## config.mk

```make
export PLATFORM = sky130hd
export DESIGN_NAME = obd_response_frame_parser_unit_flat
export DESIGN_NICKNAME = d
export VERILOG_FILES = /design/src/rtl/core/obdrfp_pkg.sv /design/src/rtl/core/obdrfp_rx_if.sv /design/src/rtl/core/obdrfp_res_if.sv /design/src/rtl/core/obdrfp_cfg_if.sv /design/src/rtl/core/obdrfp_cfg_regs.sv /design/src/rtl/core/obdrfp_frame_core.sv /design/src/rtl/core/obd_response_frame_parser_unit.sv /design/src/flat_wrapper.sv
export VERILOG_INCLUDE_DIRS = /design/src /design/src/rtl/core
export SDC_FILE = /design/constraint.sdc
export NUM_CORES = 1
export LEC_CHECK = 0
export ABC_AREA = 1
export BUFFER_PORTS_ARGS = -buffer_cell sky130_fd_sc_hd__buf_2
export CAP_MARGIN = 10
export CORE_UTILIZATION = 60
export CTS_CLUSTER_SIZE = 10
export DETAILED_ROUTE_END_ITERATION = 6
export PLACE_DENSITY = 0.78
export SLEW_MARGIN = 20
export SYNTH_ARGS = -nofsm -noshare
export SYNTH_HDL_FRONTEND = slang
export SYNTH_SLANG_ARGS = --single-unit
```

## constraint.sdc

```tcl
create_clock -name clk -period 6.4 [get_ports clk]
set_clock_uncertainty 0.15 [all_clocks]
set_input_delay 0.64 -clock clk [delete_from_list [all_inputs] [get_ports clk]]
set_output_delay 0.64 -clock clk [all_outputs]
set_load 0.005 [all_outputs]
```

## src/rtl/core/assert_macros.svh

```systemverilog
`ifndef ASSERT_MACROS_SVH
`define ASSERT_MACROS_SVH

// Concurrent check of a property, sampled on clk, off while reset is asserted
`define OBDRFP_ASSERT(label, clk, rst_n, prop, msg) \
	label: assert property (@(posedge clk) disable iff (!rst_n) prop) \
		else $error(msg);

// Concurrent check that a condition never holds
`define OBDRFP_ASSERT_NEVER(label, clk, rst_n, cond, msg) \
	label: assert property (@(posedge clk) disable iff (!rst_n) !(cond)) \
		else $error(msg);

`endif

```

## src/rtl/core/obdrfp_pkg.sv

```systemverilog
package obdrfp_pkg;

	// Field widths
	localparam int ByteW     = 8;
	localparam int PosW      = 7;
	localparam int LenFieldW = 6;
	localparam int GapW      = 16;
	localparam int CfgIdxW   = 1;
	localparam int CfgDataW  = 16;

	// Input command codes
	localparam logic CmdByte = 1'b0;
	localparam logic CmdTick = 1'b1;

	// Configuration register indexes
	localparam logic [CfgIdxW-1:0] CfgGapTimeout     = 1'b0;
	localparam logic [CfgIdxW-1:0] CfgMatchedService = 1'b1;

	// Configuration reset values
	localparam logic [GapW-1:0]  GapTimeoutRst     = 16'd20;
	localparam logic [ByteW-1:0] MatchedServiceRst = 8'h41;

	// Frame layout
	localparam logic [LenFieldW-1:0] LenMask       = 6'h3F;
	localparam logic [PosW-1:0]      FrameOverhead = 7'd4;
	localparam logic [PosW-1:0]      HdrLen        = 7'd3;
	localparam logic [PosW-1:0]      SvcPos        = 7'd3;
	localparam logic [PosW-1:0]      PidPos        = 7'd4;
	localparam logic [PosW-1:0]      MaxPos        = 7'd66;

	typedef struct packed {
		logic [GapW-1:0]  gap_timeout_ticks;
		logic [ByteW-1:0] matched_service;
	} cfg_t;

	typedef struct packed {
		logic [ByteW-1:0] frame_byte;
		logic [PosW-1:0]  position;
		logic             frame_end;
		logic             checksum_ok;
		logic             service_match;
		logic [ByteW-1:0] pid;
		logic [PosW-1:0]  frame_length;
		logic             restarted;
	} result_t;

endpackage

```

## src/rtl/core/obdrfp_rx_if.sv

```systemverilog
interface obdrfp_rx_if;
	logic                          valid;
	logic                          ready;
	logic                          command;
	logic [obdrfp_pkg::ByteW-1:0]  data_byte;

	modport source (output valid, command, data_byte, input ready);
	modport sink (input valid, command, data_byte, output ready);
endinterface

```

## src/rtl/core/obdrfp_res_if.sv

```systemverilog
interface obdrfp_res_if;
	logic                         valid;
	logic                         ready;
	logic [obdrfp_pkg::ByteW-1:0] frame_byte;
	logic [obdrfp_pkg::PosW-1:0]  position;
	logic                         frame_end;
	logic                         checksum_ok;
	logic                         service_match;
	logic [obdrfp_pkg::ByteW-1:0] pid;
	logic [obdrfp_pkg::PosW-1:0]  frame_length;
	logic                         restarted;

	modport source (
		output valid, frame_byte, position, frame_end, checksum_ok, service_match,
			pid, frame_length, restarted,
		input ready
	);
	modport sink (
		input valid, frame_byte, position, frame_end, checksum_ok, service_match,
			pid, frame_length, restarted,
		output ready
	);
endinterface

```

## src/rtl/core/obdrfp_cfg_if.sv

```systemverilog
interface obdrfp_cfg_if;
	logic                            valid;
	logic                            ready;
	logic [obdrfp_pkg::CfgIdxW-1:0]  index;
	logic [obdrfp_pkg::CfgDataW-1:0] data;

	modport source (output valid, index, data, input ready);
	modport sink (input valid, index, data, output ready);
endinterface

```

## src/rtl/core/obdrfp_cfg_regs.sv

```systemverilog
module obdrfp_cfg_regs (
	input  logic                 clk,
	input  logic                 arst_n,
	obdrfp_cfg_if.sink           cfg,
	output obdrfp_pkg::cfg_t     regs
);

	obdrfp_pkg::cfg_t regs_q;

	// Take every write request at once
	assign cfg.ready = 1'b1;

	// Update the addressed register
	always_ff @(posedge clk or negedge arst_n) begin
		if (!arst_n) begin
			regs_q.gap_timeout_ticks <= obdrfp_pkg::GapTimeoutRst;
			regs_q.matched_service   <= obdrfp_pkg::MatchedServiceRst;
		end else if (cfg.valid) begin
			case (cfg.index)
				obdrfp_pkg::CfgGapTimeout: begin
					regs_q.gap_timeout_ticks <= cfg.data;
				end
				obdrfp_pkg::CfgMatchedService: begin
					regs_q.matched_service <= cfg.data[obdrfp_pkg::ByteW-1:0];
				end
				default: begin
					regs_q <= regs_q;
				end
			endcase
		end
	end

	assign regs = regs_q;

endmodule

```

## src/rtl/core/obdrfp_frame_core.sv

```systemverilog
`include "assert_macros.svh"

module obdrfp_frame_core (
	input  logic                          clk,
	input  logic                          arst_n,
	input  logic                          step,
	input  logic                          command,
	input  logic [obdrfp_pkg::ByteW-1:0]  data_byte,
	input  obdrfp_pkg::cfg_t              cfg,
	output obdrfp_pkg::result_t           res
);

	localparam int ByteW = obdrfp_pkg::ByteW;
	localparam int PosW  = obdrfp_pkg::PosW;
	localparam int LenW  = obdrfp_pkg::LenFieldW;
	localparam int GapW  = obdrfp_pkg::GapW;

	logic            in_body_q;
	logic [PosW-1:0] byte_count_q;
	logic [ByteW-1:0] sum_q;
	logic [LenW-1:0] len_q;
	logic [ByteW-1:0] svc_q;
	logic [ByteW-1:0] pid_q;
	logic [GapW-1:0] gap_q;

	logic            late;
	logic            in_body_eff;
	logic [PosW-1:0] pos;
	logic [ByteW-1:0] sum_eff;
	logic [LenW-1:0] len_eff;
	logic [ByteW-1:0] svc_eff;
	logic [ByteW-1:0] pid_eff;
	logic [PosW-1:0] total;
	logic [PosW:0]   pos_inc;
	logic            frame_end;
	logic            sum_ok;
	logic            is_byte;

	// Drop the partial frame when the gap has run out
	assign late        = gap_q >= cfg.gap_timeout_ticks;
	assign in_body_eff = late ? 1'b0 : in_body_q;
	assign pos         = late ? '0 : byte_count_q;
	assign sum_eff     = late ? '0 : sum_q;

	// Capture header, service and pid fields at their positions
	assign len_eff = (pos == '0) ? (data_byte[LenW-1:0] & obdrfp_pkg::LenMask) : len_q;
	assign svc_eff = (pos == obdrfp_pkg::SvcPos) ? data_byte : (late ? '0 : svc_q);
	assign pid_eff = (pos == obdrfp_pkg::PidPos) ? data_byte : (late ? '0 : pid_q);

	// Detect the last byte by length and check the sum
	assign total     = PosW'(len_eff) + obdrfp_pkg::FrameOverhead;
	assign pos_inc   = {1'b0, pos} + (PosW+1)'(1);
	assign frame_end = in_body_eff && (pos_inc == {1'b0, total});
	assign sum_ok    = frame_end && (data_byte == sum_eff);

	assign res.frame_byte    = data_byte;
	assign res.position      = pos;
	assign res.frame_end     = frame_end;
	assign res.checksum_ok   = sum_ok;
	assign res.service_match = sum_ok && (svc_eff == cfg.matched_service);
	assign res.pid           = pid_eff;
	assign res.frame_length  = total;
	assign res.restarted     = late && (byte_count_q != '0);

	assign is_byte = step && (command == obdrfp_pkg::CmdByte);

	// Advance the frame state on each received byte
	always_ff @(posedge clk or negedge arst_n) begin
		if (!arst_n) begin
			in_body_q    <= 1'b0;
			byte_count_q <= '0;
			sum_q        <= '0;
			len_q        <= '0;
			svc_q        <= '0;
			pid_q        <= '0;
		end else if (is_byte) begin
			if (frame_end) begin
				in_body_q    <= 1'b0;
				byte_count_q <= '0;
				sum_q        <= '0;
				len_q        <= '0;
				svc_q        <= '0;
				pid_q        <= '0;
			end else begin
				in_body_q    <= pos_inc >= {1'b0, obdrfp_pkg::HdrLen};
				byte_count_q <= pos_inc[PosW-1:0];
				sum_q        <= sum_eff + data_byte;
				len_q        <= len_eff;
				svc_q        <= svc_eff;
				pid_q        <= pid_eff;
			end
		end
	end

	// Count ticks since the last byte, saturating
	always_ff @(posedge clk or negedge arst_n) begin
		if (!arst_n) begin
			gap_q <= '0;
		end else if (is_byte) begin
			gap_q <= '0;
		end else if (step && gap_q != '1) begin
			gap_q <= gap_q + GapW'(1);
		end
	end

	`OBDRFP_ASSERT(a_count_range, clk, arst_n, byte_count_q <= obdrfp_pkg::MaxPos, "byte count past longest frame")
	`OBDRFP_ASSERT(a_body_tracks_count, clk, arst_n, in_body_q == (byte_count_q >= obdrfp_pkg::HdrLen), "in_body out of step with count")
	`OBDRFP_ASSERT(a_end_clears, clk, arst_n, is_byte && frame_end |=> byte_count_q == '0 && sum_q == '0, "frame end did not clear state")
	`OBDRFP_ASSERT_NEVER(a_match_needs_ok, clk, arst_n, res.service_match && !res.checksum_ok, "service match without good checksum")

endmodule

```

## src/rtl/core/obd_response_frame_parser_unit.sv

```systemverilog
// OBD response frame parser. Each request on rx is either a received byte (command 0) or a
// one-millisecond tick (command 1). Every byte yields one result on parsed, carrying the
// byte, its position in the frame, the frame length from the format byte, the pid (byte 4)
// and, on the last byte, checksum and service-match flags; ticks yield nothing and only
// advance the inter-byte gap counter. A byte arriving after gap_timeout_ticks or more ticks
// drops the partial frame first and flags restarted. The block takes one request per clock
// cycle unless a byte waits for parsed to take the last result; a byte's result passes through
// one input register and one result register, with the frame update in between. Configuration
// writes on cfg are taken at once and should be made while no request is in flight.
module obd_response_frame_parser_unit (
	input  logic        clk,
	input  logic        arst_n,
	obdrfp_rx_if.sink   rx,
	obdrfp_res_if.source parsed,
	obdrfp_cfg_if.sink  cfg
);

	logic                         valid_s1;
	logic                         command_s1;
	logic [obdrfp_pkg::ByteW-1:0] data_byte_s1;
	logic                         valid_s2;
	obdrfp_pkg::result_t          res_s2;

	obdrfp_pkg::cfg_t    cfg_regs;
	obdrfp_pkg::result_t res_comb;
	logic                advance;

	obdrfp_cfg_regs u_cfg_regs (
		.clk    (clk),
		.arst_n (arst_n),
		.cfg    (cfg),
		.regs   (cfg_regs)
	);

	// Move the held request on when it is a tick or the result slot frees up
	assign advance  = valid_s1 && (command_s1 == obdrfp_pkg::CmdTick || !valid_s2 || parsed.ready);
	assign rx.ready = !valid_s1 || advance;

	// Hold the accepted request
	always_ff @(posedge clk or negedge arst_n) begin
		if (!arst_n) begin
			valid_s1 <= 1'b0;
		end else if (rx.ready) begin
			valid_s1 <= rx.valid;
		end
	end

	always_ff @(posedge clk) begin
		if (rx.ready && rx.valid) begin
			command_s1   <= rx.command;
			data_byte_s1 <= rx.data_byte;
		end
	end

	obdrfp_frame_core u_frame_core (
		.clk       (clk),
		.arst_n    (arst_n),
		.step      (advance),
		.command   (command_s1),
		.data_byte (data_byte_s1),
		.cfg       (cfg_regs),
		.res       (res_comb)
	);

	// Load the result register on each byte, drop it once taken
	always_ff @(posedge clk or negedge arst_n) begin
		if (!arst_n) begin
			valid_s2 <= 1'b0;
		end else if (advance && command_s1 == obdrfp_pkg::CmdByte) begin
			valid_s2 <= 1'b1;
		end else if (parsed.ready) begin
			valid_s2 <= 1'b0;
		end
	end

	always_ff @(posedge clk) begin
		if (advance && command_s1 == obdrfp_pkg::CmdByte) begin
			res_s2 <= res_comb;
		end
	end

	assign parsed.valid         = valid_s2;
	assign parsed.frame_byte    = res_s2.frame_byte;
	assign parsed.position      = res_s2.position;
	assign parsed.frame_end     = res_s2.frame_end;
	assign parsed.checksum_ok   = res_s2.checksum_ok;
	assign parsed.service_match = res_s2.service_match;
	assign parsed.pid           = res_s2.pid;
	assign parsed.frame_length  = res_s2.frame_length;
	assign parsed.restarted     = res_s2.restarted;

endmodule

```

## src/flat_wrapper.sv

```systemverilog
// flat-port wrapper written by rule: the top's interface ports become plain ports
module obd_response_frame_parser_unit_flat 
  (clk, arst_n, rx_valid, rx_command, rx_data_byte, rx_ready, parsed_valid, parsed_frame_byte, parsed_position, parsed_frame_end, parsed_checksum_ok, parsed_service_match, parsed_pid, parsed_frame_length, parsed_restarted, parsed_ready, cfg_valid, cfg_index, cfg_data, cfg_ready);
  obdrfp_rx_if rx_i ();
  obdrfp_res_if parsed_i ();
  obdrfp_cfg_if cfg_i ();
  input  logic clk;
  input  logic arst_n;
  input wire logic [$bits(rx_i.valid)-1:0] rx_valid;
  input wire logic [$bits(rx_i.command)-1:0] rx_command;
  input wire logic [$bits(rx_i.data_byte)-1:0] rx_data_byte;
  output wire logic [$bits(rx_i.ready)-1:0] rx_ready;
  output wire logic [$bits(parsed_i.valid)-1:0] parsed_valid;
  output wire logic [$bits(parsed_i.frame_byte)-1:0] parsed_frame_byte;
  output wire logic [$bits(parsed_i.position)-1:0] parsed_position;
  output wire logic [$bits(parsed_i.frame_end)-1:0] parsed_frame_end;
  output wire logic [$bits(parsed_i.checksum_ok)-1:0] parsed_checksum_ok;
  output wire logic [$bits(parsed_i.service_match)-1:0] parsed_service_match;
  output wire logic [$bits(parsed_i.pid)-1:0] parsed_pid;
  output wire logic [$bits(parsed_i.frame_length)-1:0] parsed_frame_length;
  output wire logic [$bits(parsed_i.restarted)-1:0] parsed_restarted;
  input wire logic [$bits(parsed_i.ready)-1:0] parsed_ready;
  input wire logic [$bits(cfg_i.valid)-1:0] cfg_valid;
  input wire logic [$bits(cfg_i.index)-1:0] cfg_index;
  input wire logic [$bits(cfg_i.data)-1:0] cfg_data;
  output wire logic [$bits(cfg_i.ready)-1:0] cfg_ready;
  assign rx_i.valid = rx_valid;
  assign rx_i.command = rx_command;
  assign rx_i.data_byte = rx_data_byte;
  assign rx_ready = rx_i.ready;
  assign parsed_valid = parsed_i.valid;
  assign parsed_frame_byte = parsed_i.frame_byte;
  assign parsed_position = parsed_i.position;
  assign parsed_frame_end = parsed_i.frame_end;
  assign parsed_checksum_ok = parsed_i.checksum_ok;
  assign parsed_service_match = parsed_i.service_match;
  assign parsed_pid = parsed_i.pid;
  assign parsed_frame_length = parsed_i.frame_length;
  assign parsed_restarted = parsed_i.restarted;
  assign parsed_i.ready = parsed_ready;
  assign cfg_i.valid = cfg_valid;
  assign cfg_i.index = cfg_index;
  assign cfg_i.data = cfg_data;
  assign cfg_ready = cfg_i.ready;
  obd_response_frame_parser_unit u_core (.clk(clk), .arst_n(arst_n), .rx(rx_i), .parsed(parsed_i), .cfg(cfg_i));
endmodule
```

==> qor.txt <==
Routed WL per cell - 14.1 um
Drt pass-1 iters - 5
Critical R2R Launch - u_core.u_cfg_regs.regs[10]$_DFFE_PN1P_
DP Cell Count - 972
Crit path capture - u_core.u_frame_core.svc_q[0]$_DFFE_PN0P_
Bufs and invs on worst path - 2
CP dominant cell by count - nand2_1
WL final - 14200 um
Leak Pwr - 3.82 nW
Slowest stage delay, CP - 0.65 ns
Clk buf depth - 2
Critical Path Stages - 24
Seq/Total Area, Yosys - 50.7%
Post-placement cell area - 6920 um2
Postcts setup bufs - 0
Ys flop type - dfrtp_1
Clock Latency Late Sink - 0.52 ns
CTS sink count - 123
Final Non-Filler Cells - 1004
Setup TNS - 0 ns
CTS tree - done
Internal power - 0.00188 W
Failing checks - hold timing
Largest fanout on the critical path - 39
Final Hold Vio Count - 1
Worst EP required - 6.65 ns
F_max - 0.211 GHz
1st-iter DRT viols - 281
R2R cell count - 24
All-Layer GR Usage - 27.6%
Post-layout minimum cycle time - 4.74 ns
Mapped Cells - 791
Routability cong. - 0.865
Slew Limit Headroom - 38.1%
Total gr overflow - 0
Cells along the critical path - inv_1 > ha_1 > nand2_1 > nor2_1 > nor2_1 > nand2_1 > nand2_1 > nand2_1 > nand2_2 > nand2_4 > nor2_1 > inv_1 > ha_1 > nand4_1 > nand2_2 > ha_1 > nand3b_1 > nand2_1 > nor2_1 > nand2_1 > nor2_2 > nand3_2 > nand2_1 > nand2_1
CP arrival - 5.00 ns
Critical R2R Capture - u_core.u_frame_core.svc_q[0]$_DFFE_PN0P_
Global-route wire length before repair - 23800 um
Resized cells post-CTS - 0
Cts hold-fix bufs - 0
Core Box Area - 10400 um2
Initial antenna violation count - 0
CP Capture Type - register
Startpoint class of the critical path - register
Final period util - 74.1%
Power per standard cell area - 391 nW/um2
Min Hold Slack - -0.000688 ns
Syn_nets - 851
Asr flop ratio synth - 65.0%
Post-synth design cell area - 6510 um2
Width of the die - 106 um
Starting Density - 62.5%
Antenna Nets Post-Route - 0
Residual DRC - 0
Setup Crit Path Kind - reg -> reg
Post-DP HPWL - 9720 um
Die Y - 106 um
Via count - 5334
Total of max-cap violations - 0
Hold Path Class - in -> async
Vias per cell - 5.31
Boundary pin count - 68
Flop-to-flop setup slack - 1.66 ns
# H-tree levels - 4
RSZ-0062 raised after global routing - no
Status - finished, violations left
CP Launch Point - u_core.u_cfg_regs.regs[10]$_DFFE_PN1P_
Synth Warn # - 0
Final net count - 915
Worst Max-Slew Pin Slew - 0.927 ns
Net switching power - 0.00104 W
Share of cells above drive strength 1 - 14.2%
Area grow syn2layout - 14.5%
Flop pwr share - 37.4%
Power share of the clock group - 29.2%
CTS Buf Count - 17
Sw Ratio - 35.7%
Reg clk slew, reported paths - 0.06 ns
Final Cell Area - 7450 um2
VDD IR max - 0.000240 V
Pin count of the biggest net entering global routing - 88
Worst path slowest cell - nand3_2
CP delay by family, top - simple AND/OR/NAND/NOR gates
Port Buffers - 66
Die area - 11300 um2
Final Util - 71.5%
Power share of the combinational group - 33.3%
Synth Register Bits - 123
Vias in the first global route - 5099
Synth unique cells - 42
Final setup violating endpoints - 0
EDFF count, synth - 43
Diode count - 0
Rows - 37
CTS root buf - clkbuf_8
Syn avg cell area - 8.23 um2
Max-slew violation count - 0
[sequential cells by signal, indices dropped and copies added (netlist names), 6 cells and up]
| signal | count |
|---|---|
| u_core.parsed.frame_length | 7 |
| u_core.data_byte_s1 | 8 |
| u_core.parsed.pid | 8 |
| u_core.u_frame_core.gap_q | 16 |
| u_core.parsed.position | 7 |
| u_core.u_frame_core.pid_q | 8 |
| u_core.parsed.frame_byte | 8 |
| u_core.u_frame_core.len_q | 6 |
| u_core.u_cfg_regs.regs | 24 |
| u_core.u_frame_core.byte_count_q | 7 |
| u_core.u_frame_core.sum_q | 8 |
| u_core.u_frame_core.svc_q | 8 |
[power groups by stage]
stage | clock network [W] | registers, W | logic, W
finish | 0.000853 | 0.00109 | 0.000972
global route | 0.000901 | 0.00111 | 0.00111
CTS | 0.000863 | 0.00109 | 0.000968
detailed placement | 0 | 0.00110 | 0.000955
global placement | 0 | 0.00110 | 0.000921
floorplan | 0 | 0.00108 | 0.000734
[worst reg2reg max path, stage by stage, from the launching register on]
cell and delay, ns:
dfstp_2 0.52, inv_1 0.04, ha_1 0.28, nand2_1 0.10, nor2_1 0.05, nor2_1 0.08
nand2_1 0.05, nand2_1 0.05, nand2_1 0.07, nand2_2 0.17, nand2_4 0.18, nor2_1 0.27
inv_1 0.15, ha_1 0.34, nand4_1 0.20, nand2_2 0.12, ha_1 0.34, nand3b_1 0.12
nand2_1 0.05, nor2_1 0.08, nand2_1 0.06, nor2_2 0.13, nand3_2 0.65, nand2_1 0.30
nand2_1 0.08
[cells by family (layout without fill, tap and decap cells)]
| family | count (synthesis) | count (layout) | share of synthesized area, % |
|---|---|---|---|
| AND/OR/NAND/NOR | 407 | 407 | 26.6 |
| buffers and inverters | 127 | 204 | 7.71 |
| flip-flops | 123 | 123 | 50.7 |
| AO/OA/AOI/OAI | 92 | 92 | 7.63 |
| adder cells (fa/ha/maj) | 29 | 29 | 5.69 |
| XOR/XNOR | 12 | 12 | 1.61 |
| other | 1 | 1 | 0.0576 |
[routing by layer]
metal | vias up | track usage, % | wire length [um]
li1 | 2663 | - | -
met1 | 2466 | 35.8 | 6240
met2 | 176 | 45.1 | 6850
met3 | 29 | 5.09 | 715
met4 | 0 | 12.5 | 350
met5 | - | 0 | 0
[per-stage QoR]
step | worst slack, ns | power, W
2_1_floorplan | 2.44 | 0.00182
3_3_place_gp | 1.93 | 0.00202
3_5_place_dp | 1.74 | 0.00205
4_1_cts | 1.67 | 0.00292
5_1_grt | 1.17 | 0.00312
6_report | 1.66 | 0.00292
[cells in the mapped netlist (5+ instances only)]
master    instances  area, um2
a21oi_1          38        190
clkbuf_1         15       56.3
dfrtp_1          76       1900
edfxtp_1         43       1290
ha_1             28        350
inv_1           100        375
nand2_1         251        942
nand2_2           7       43.8
nand3_1          31        155
nand4_1          16        100
nor2_1           76        285
nor3_1            9       45.0
o21ai_0          40        200
xnor2_1           5       43.8
xor2_1            7       61.3
[cell usage in the layout (no fill, tap or decap), types with 28 or more instances in the layout]
master	count
nand2_1	250
inv_1	100
nor2_1	76
dfrtp_1	76
buf_2	65
edfxtp_1	43
o21ai_0	40
a21oi_1	38
nand3_1	31
ha_1	28
[how the worst min path moves through the flow]
stage,startpoint,end,slack [ns],cells after the start
global route,arst_n,u_core.valid_s1$_DFFE_PN0N_,0.07,1
detailed placement,u_core.u_frame_core.pid_q[3]$_DFFE_PN0P_,u_core.u_frame_core.pid_q[3]$_DFFE_PN0P_,0.32,2
global placement,u_core.u_frame_core.svc_q[4]$_DFFE_PN0P_,u_core.u_frame_core.svc_q[4]$_DFFE_PN0P_,0.31,2
finish,arst_n,u_core.u_cfg_regs.regs[5]$_DFFE_PN0P_,-0.0007,1
CTS,rx_data_byte[4],u_core.data_byte_s1[4]$_DFFE_PP_,0.12,1
floorplan,arst_n,u_core.parsed.valid$_DFFE_PN0P_,0.19,0
[area by class of cell]
cell class,instances,area (um2)
timing repair buffer,68,352
multi-input combinational,541,2710
inverter,104,390
tap,136,170
clock inverter,9,71.3
sequential,123,3300
clock buffer,23,457
fill,792,2970
No activity file was read; power rests on OpenSTA's default activity.
